### config.mk
export PLATFORM = sky130hd
export DESIGN_NAME = stcf_fifo
export DESIGN_NICKNAME = d
export VERILOG_FILES = /design/src/hw/rtl/stcf_pkg.sv /design/src/hw/rtl/stcf_fifo.sv
export SDC_FILE = /design/constraint.sdc
export NUM_CORES = 1
export LEC_CHECK = 0
export BUFFER_PORTS_ARGS = -buffer_cell sky130_fd_sc_hd__buf_2
export CAP_MARGIN = 15
export CORE_MARGIN = 1.5
export CORE_UTILIZATION = 54
export DETAILED_ROUTE_END_ITERATION = 10
export PLACE_DENSITY = 0.76
export RECOVER_POWER = 25
export SYNTH_ARGS = -nofsm -noshare
export SYNTH_HDL_FRONTEND = slang
export SYNTH_SLANG_ARGS = --single-unit
### constraint.sdc
create_clock -name clk -period 3.9 [get_ports clk]
set_clock_uncertainty 0.1 [all_clocks]
set_input_delay 0.39 -clock clk [delete_from_list [all_inputs] [get_ports clk]]
set_output_delay 0.39 -clock clk [all_outputs]
set_load 0.02 [all_outputs]
### src/hw/rtl/stcf_pkg.sv
// Shared types and constants of the sample table crossfade block.
`timescale 1ns / 1ps
`default_nettype none

package stcf_pkg;

	localparam int MAX_CHUNKS_DEF = 16;
	localparam int FIFO_DEPTH     = 4;
	localparam int DIV_QW         = 24;

	localparam logic [16:0] ONE_Q16    = 17'd65536;
	localparam logic [23:0] PITCH_SAT  = 24'hFFFFFF;
	localparam logic [23:0] PT_MAX     = 24'hFFFFFF;
	localparam logic [23:0] PT_CAP_LOW = 24'd25344;
	localparam logic [15:0] PITCH_ONE  = 16'd4096;
	localparam logic [6:0]  CF_MAX     = 7'd100;

	localparam logic OP_WRITE = 1'b0;

	localparam logic [1:0] CFG_CROSSFADE = 2'd0;
	localparam logic [1:0] CFG_COUNT     = 2'd1;
	localparam logic [1:0] CFG_FLOOR     = 2'd2;

	typedef enum logic [1:0] {
		K_WRITE,
		K_BOOKEND,
		K_OUTSIDE,
		K_EVAL
	} kind_t;

	typedef enum logic [1:0] {
		FR_ONE,
		FR_ZERO,
		FR_DIV
	} frac_t;

	// word handed from front to back
	typedef struct packed {
		kind_t       kind;
		logic [3:0]  chunk_index;
		logic        write_ok;
		logic        first;
		logic        has_next;
		logic [15:0] threshold;
		logic [15:0] pitch;
		logic        has_sample;
		logic [23:0] point;
	} item_t;

	// result controls carried alongside the dividers
	typedef struct packed {
		kind_t kind;
		logic  act;
		logic  pf_one;
		logic  pf_sat;
		logic  g_full;
		logic  g_inv;
		frac_t frac;
	} side_t;

endpackage

`default_nettype wire

### src/hw/rtl/stcf_fifo.sv
// Short word queue between front and back.
`timescale 1ns / 1ps
`default_nettype none

module stcf_fifo (
	input  logic             clk,
	input  logic             arst_n,
	input  logic             push,
	input  stcf_pkg::item_t  din,
	output logic             full,
	input  logic             pop,
	output stcf_pkg::item_t  dout,
	output logic             empty
);

	localparam int PW = $clog2(stcf_pkg::FIFO_DEPTH);

	stcf_pkg::item_t mem_q [stcf_pkg::FIFO_DEPTH];
	logic [PW-1:0]   wr_q, rd_q;
	logic [PW:0]     cnt_q;

	assign full  = cnt_q == (PW+1)'(stcf_pkg::FIFO_DEPTH);
	assign empty = cnt_q == '0;
	assign dout  = mem_q[rd_q];

	always_ff @(posedge clk or negedge arst_n) begin
		if (!arst_n) begin
			wr_q  <= '0;
			rd_q  <= '0;
			cnt_q <= '0;
		end else begin
			if (push) begin
				wr_q <= wr_q + PW'(1);
			end
			if (pop) begin
				rd_q <= rd_q + PW'(1);
			end
			if (push && !pop) begin
				cnt_q <= cnt_q + (PW+1)'(1);
			end else if (pop && !push) begin
				cnt_q <= cnt_q - (PW+1)'(1);
			end
		end
	end

	always_ff @(posedge clk) begin
		if (push) begin
			mem_q[wr_q] <= din;
		end
	end

endmodule

`default_nettype wire

Word level (Yosys, flattened, before mapping)
Memories as Yosys holds them, arrays and structs flattened.
Cells that the tools add are included.
- add/sub/neg operators: 4
- eq/ne operators: 1
- reductions and logical operators: 6
- mux-type cells: 4
- operators with widths (operator ; number):
    $mux 3 ; 2
    $add 2x1->2 const B ; 2
    $add 3x1->3 const B ; 1
    $eq 3x3->1 const B ; 1
    $logic_not 3->1 ; 1
    $sub 3x1->3 const B ; 1
    $logic_and 1x1->1 ; 2
    $logic_not 1->1 ; 2
    $mux 1 ; 2
    $reduce_bool 2->1 ; 1
- memories kept: 1
- input bits: 70
- RAM bits: 264
- bits in registers: 7
- memory list (memory ; words ; width ; read ports ; clocked after memory_dff ; wr ports ; line ; RTL):
    mem_q ; 4 ; 66 ; 1 ; 0 ; 1 ; stcf_fifo.sv:18 ; stcf_pkg::item_t mem_q [stcf_pkg::FIFO_DEPTH];

Logic depth before layout (Yosys ltp)
- word-level depth: 4
- depth in mapped cells: 7
- mapped depth without buffers: 7

Worst setup path before layout
OpenSTA, ideal clock, no wires.
- path type: register to register
- from: register wr_q[0]
- to: memory mem_q[2][0] (netlist bit), enable pin
- arrival time: 2165 ps
- buffers on the path: 0
- cell stages (with the launch flop): 4
- path slack: 1203 ps
- setup time: 431 ps
- required time: 3369 ps
- cell sequence: dfrtp_1 inv_1 ha_1 and2_1
- RTL lines (item ; line ; RTL):
    start, declared ; stcf_fifo.sv:19 ; logic [PW-1:0] wr_q, rd_q;
    start signal, assigned ; stcf_fifo.sv:33 ; wr_q <= wr_q + PW'(1);
    end, declared ; stcf_fifo.sv:18 ;
Straight into the memory's write port.

==> reports/results.txt <==
Cells after DPL = 732
Startpoint Class = flop
Crit share post-route = 78.02%
Max-slew violations = 0
Post-DRT Antenna Nets = 0
Max_cap viols = 0
DPL Wire Length = 9284 um
Crit. End Element = output pin
Final #Nets = 673
Total congestion overflow = 0
HP Class = in -> reg
DRT iter0 DRCs = 267
Yosys warns = 0
Avg Cell Area, Syn = 26.22 um2
Share of cells above drive strength 1 = 34.31%
CTS tree = yes
Post-synthesis net count = 455
Die H = 138.7 um
Die width = 138.7 um
Synth Area in XOR/XNOR = 0.5288%
Drc violations = 0
Die footprint = 19,230 um2
CTS Buf Count = 27
Diode count = 0
Crit path arrival time = 2.55 ns
Power Dens Cells = 759.9 nW/um2
Synth Area in Simple Gates = 0.4911%
Unrepaired setup endpoints after global routing = no
Post-Synth Adder-Cell Area = 0.8310%
Critical path class = reg -> out
Drt wl/cell = 20.80 um
WHS = 0.08746 ns
CTS Buffer Depth = 3
DRT Pass-1 Iters = 5
Clk root buf = clkbuf_16
Initial Util = 55.13%
Crit path max fanout = 35
Clock sinks = 271
Leak pwr = 0.004183 uW
Clk_lat worst skew = 0.51 ns
Synth top area share = 79.78%
Routability congestion estimate = 0.6870
Top delay family on crit path = flip-flops
Reg clk slew, reported paths = 0.06 ns
Synth area leader = edfxtp_1
Slew headroom = 31.49%
Initial antenna violation count = 0
CP startpoint = rd_q[0]$_DFFE_PN0P_
Post-synthesis cell type count = 20
First-pass GRT wire length = 27,790 um
Synth-to-layout area growth = 23.71%
CTS H-tree depth = 1
Synth Register Bits = 271
Main combinational cell family by area after synthesis = multiplexers
Worst path slowest cell = dfrtp_4
Endpoints failing setup = 0
Critical Path RT = 3.41 ns
Buf/Inv on CP = 2
Max frequency = 328.6 MHz
Compound-Gate Fraction of Synth Area = 0.05037%
Setup TNS = 0 ns
Run status = complete, no violations
Post-synthesis mux area share = 15.07%
Critical-path cell list = buf_4 > mux4_2 > buf_2
Synth area leaders = edfxtp_1 (80%), mux4_2 (15%), dfrtp_1 (1.8%), ha_1 (0.63%), buf_12 (0.60%)
Post-layout util = 68.20%
Vias after detailed routing = 4,666
Core area = 18,020 um2
CP max stage delay = 0.91 ns
Max VDD drop = 0.8795 mV
Hold Crit Start = push
Pin slew with the least headroom to its limit = 1.028 ns
Tot GR Track Use = 18.72%
Worst R2R Start = wr_q[0]$_DFFE_PN0P_
I/O Pins = 138
Final hold vios = 0
Pin count of the biggest net entering global routing = 68
Final wirelength = 17,550 um
Post-synthesis sequential area ratio = 81.54%
IO Port Bufs = 137
Tmin final = 3.043 ns
Synthesized area = 9937 um2
Rows = 49
Fin cells = 844
Vias in the first global route = 5,063
Synth Instances = 379
Vias per cell = 5.528
Fill cells = 1,156
==> path summary, 6_finish.rpt <==
path / to / slack [ns] / cells past startpoint
max in group asynchronous: rd_q[0]$_DFFE_PN0P_ / 3.19 / 2
worst min register to register: cnt_q[2]$_DFFE_PN0P_ / 0.40 / 1
worst max register to register: mem_q[0][14]$_DFFE_PP_ / 1.85 / 3
min in group asynchronous: rd_q[1]$_DFFE_PN0P_ / 0.20 / 2
worst max-delay path: dout[60] / 0.86 / 3
worst min-delay path: wr_q[0]$_DFFE_PN0P_ / 0.09 / 2
==> cells by family (layout without fill, tap and decap cells) <==
group                    count (synthesis)  after routing
AND/OR/NAND/NOR                          9              9
flip-flops                             271            271
adder cells (fa/ha/maj)                  6              6
AO/OA/AOI/OAI                            1              1
buffers and inverters                   19            255
XOR/XNOR                                 6              6
multiplexers                            67             67
==> state kept, by name (all words and copies together), names as in the netlist <==
signal  cells
mem_q     264
cnt_q       3
rd_q        2
wr_q        2
==> what timing repair did <==
action / in CTS / in global routing
resized for setup: 0 / 0
setup buffers: 0 / 0
endpoints found under the hold margin: 260 / 0
hold buffers: 65 / 0
==> power by group <==
part	switching [uW]	internal, uW
Clock	994	1530
Combinational	1430	1160
Sequential	395	3820
Total	2820	6520
==> routing by layer <==
layer / global-route usage, % / vias to the layer above / part of all wire [%]
met1: 24.90 / 2440 / 42
met4: 5.044 / 0 / 2.2
met5: 0 / - / 0
li1: - / 2051 / -
met2: 32.36 / 149 / 51
met3: 3.522 / 26 / 5.1
==> synth_stat cells <==
master,instances
buf_2,4
xnor2_1,2
nor3_1,1
xor2_1,4
mux2_2,1
dfrtp_1,7
inv_1,4
fa_1,1
buf_1,3
and2_1,4
nor2_1,1
nand2_1,2
o21ai_0,1
nor3b_1,1
buf_12,3
ha_1,5
buf_4,4
mux4_2,66
edfxtp_1,264
buf_6,1
==> cell usage in the layout (no fill, tap or decap), types with 4 or more instances in the layout <==
cell type,instances
dlygate4sd3_1,65
buf_2,98
clkbuf_1,45
clkbuf_16,27
inv_1,4
dfrtp_1,5
ha_1,5
and2_4,4
bufinv_16,4
xor2_1,4
mux4_2,66
clkinv_2,5
edfxtp_1,264
==> worst reg2reg max path, cell delays in order (launching register included) <==
cell and delay (ns):
dfrtp_1 0.43, inv_1 0.11, ha_1 0.16, and2_4 0.82
==> stage by stage <==
step / power [uW] / cell area [um2] / setup slack (ns)
2_1_floorplan: 6085 / 9937 / 1.203
3_3_place_gp: 6818 / 10820 / 1.366
3_5_place_dp: 6876 / 10820 / 1.348
4_1_cts: 9456 / 12340 / 0.7690
5_1_grt: 9749 / 12290 / 0.6867
6_report: 9341 / 12290 / 0.8571
==> final cells by class <==
class / instances / area (um2) / share of cell area (%)
Clock buffer: 33 / 698.2 / 5.679
Clock inverter: 14 / 171.4 / 1.394
Inverter: 4 / 15.01 / 0.1221
Multi-Input combinational cell: 89 / 1697 / 13.80
Sequential cell: 271 / 8110 / 65.97
Tap cell: 229 / 286.5 / 2.331
Timing Repair Buffer: 204 / 1315 / 10.70
(Power assumes the default switching activity.)
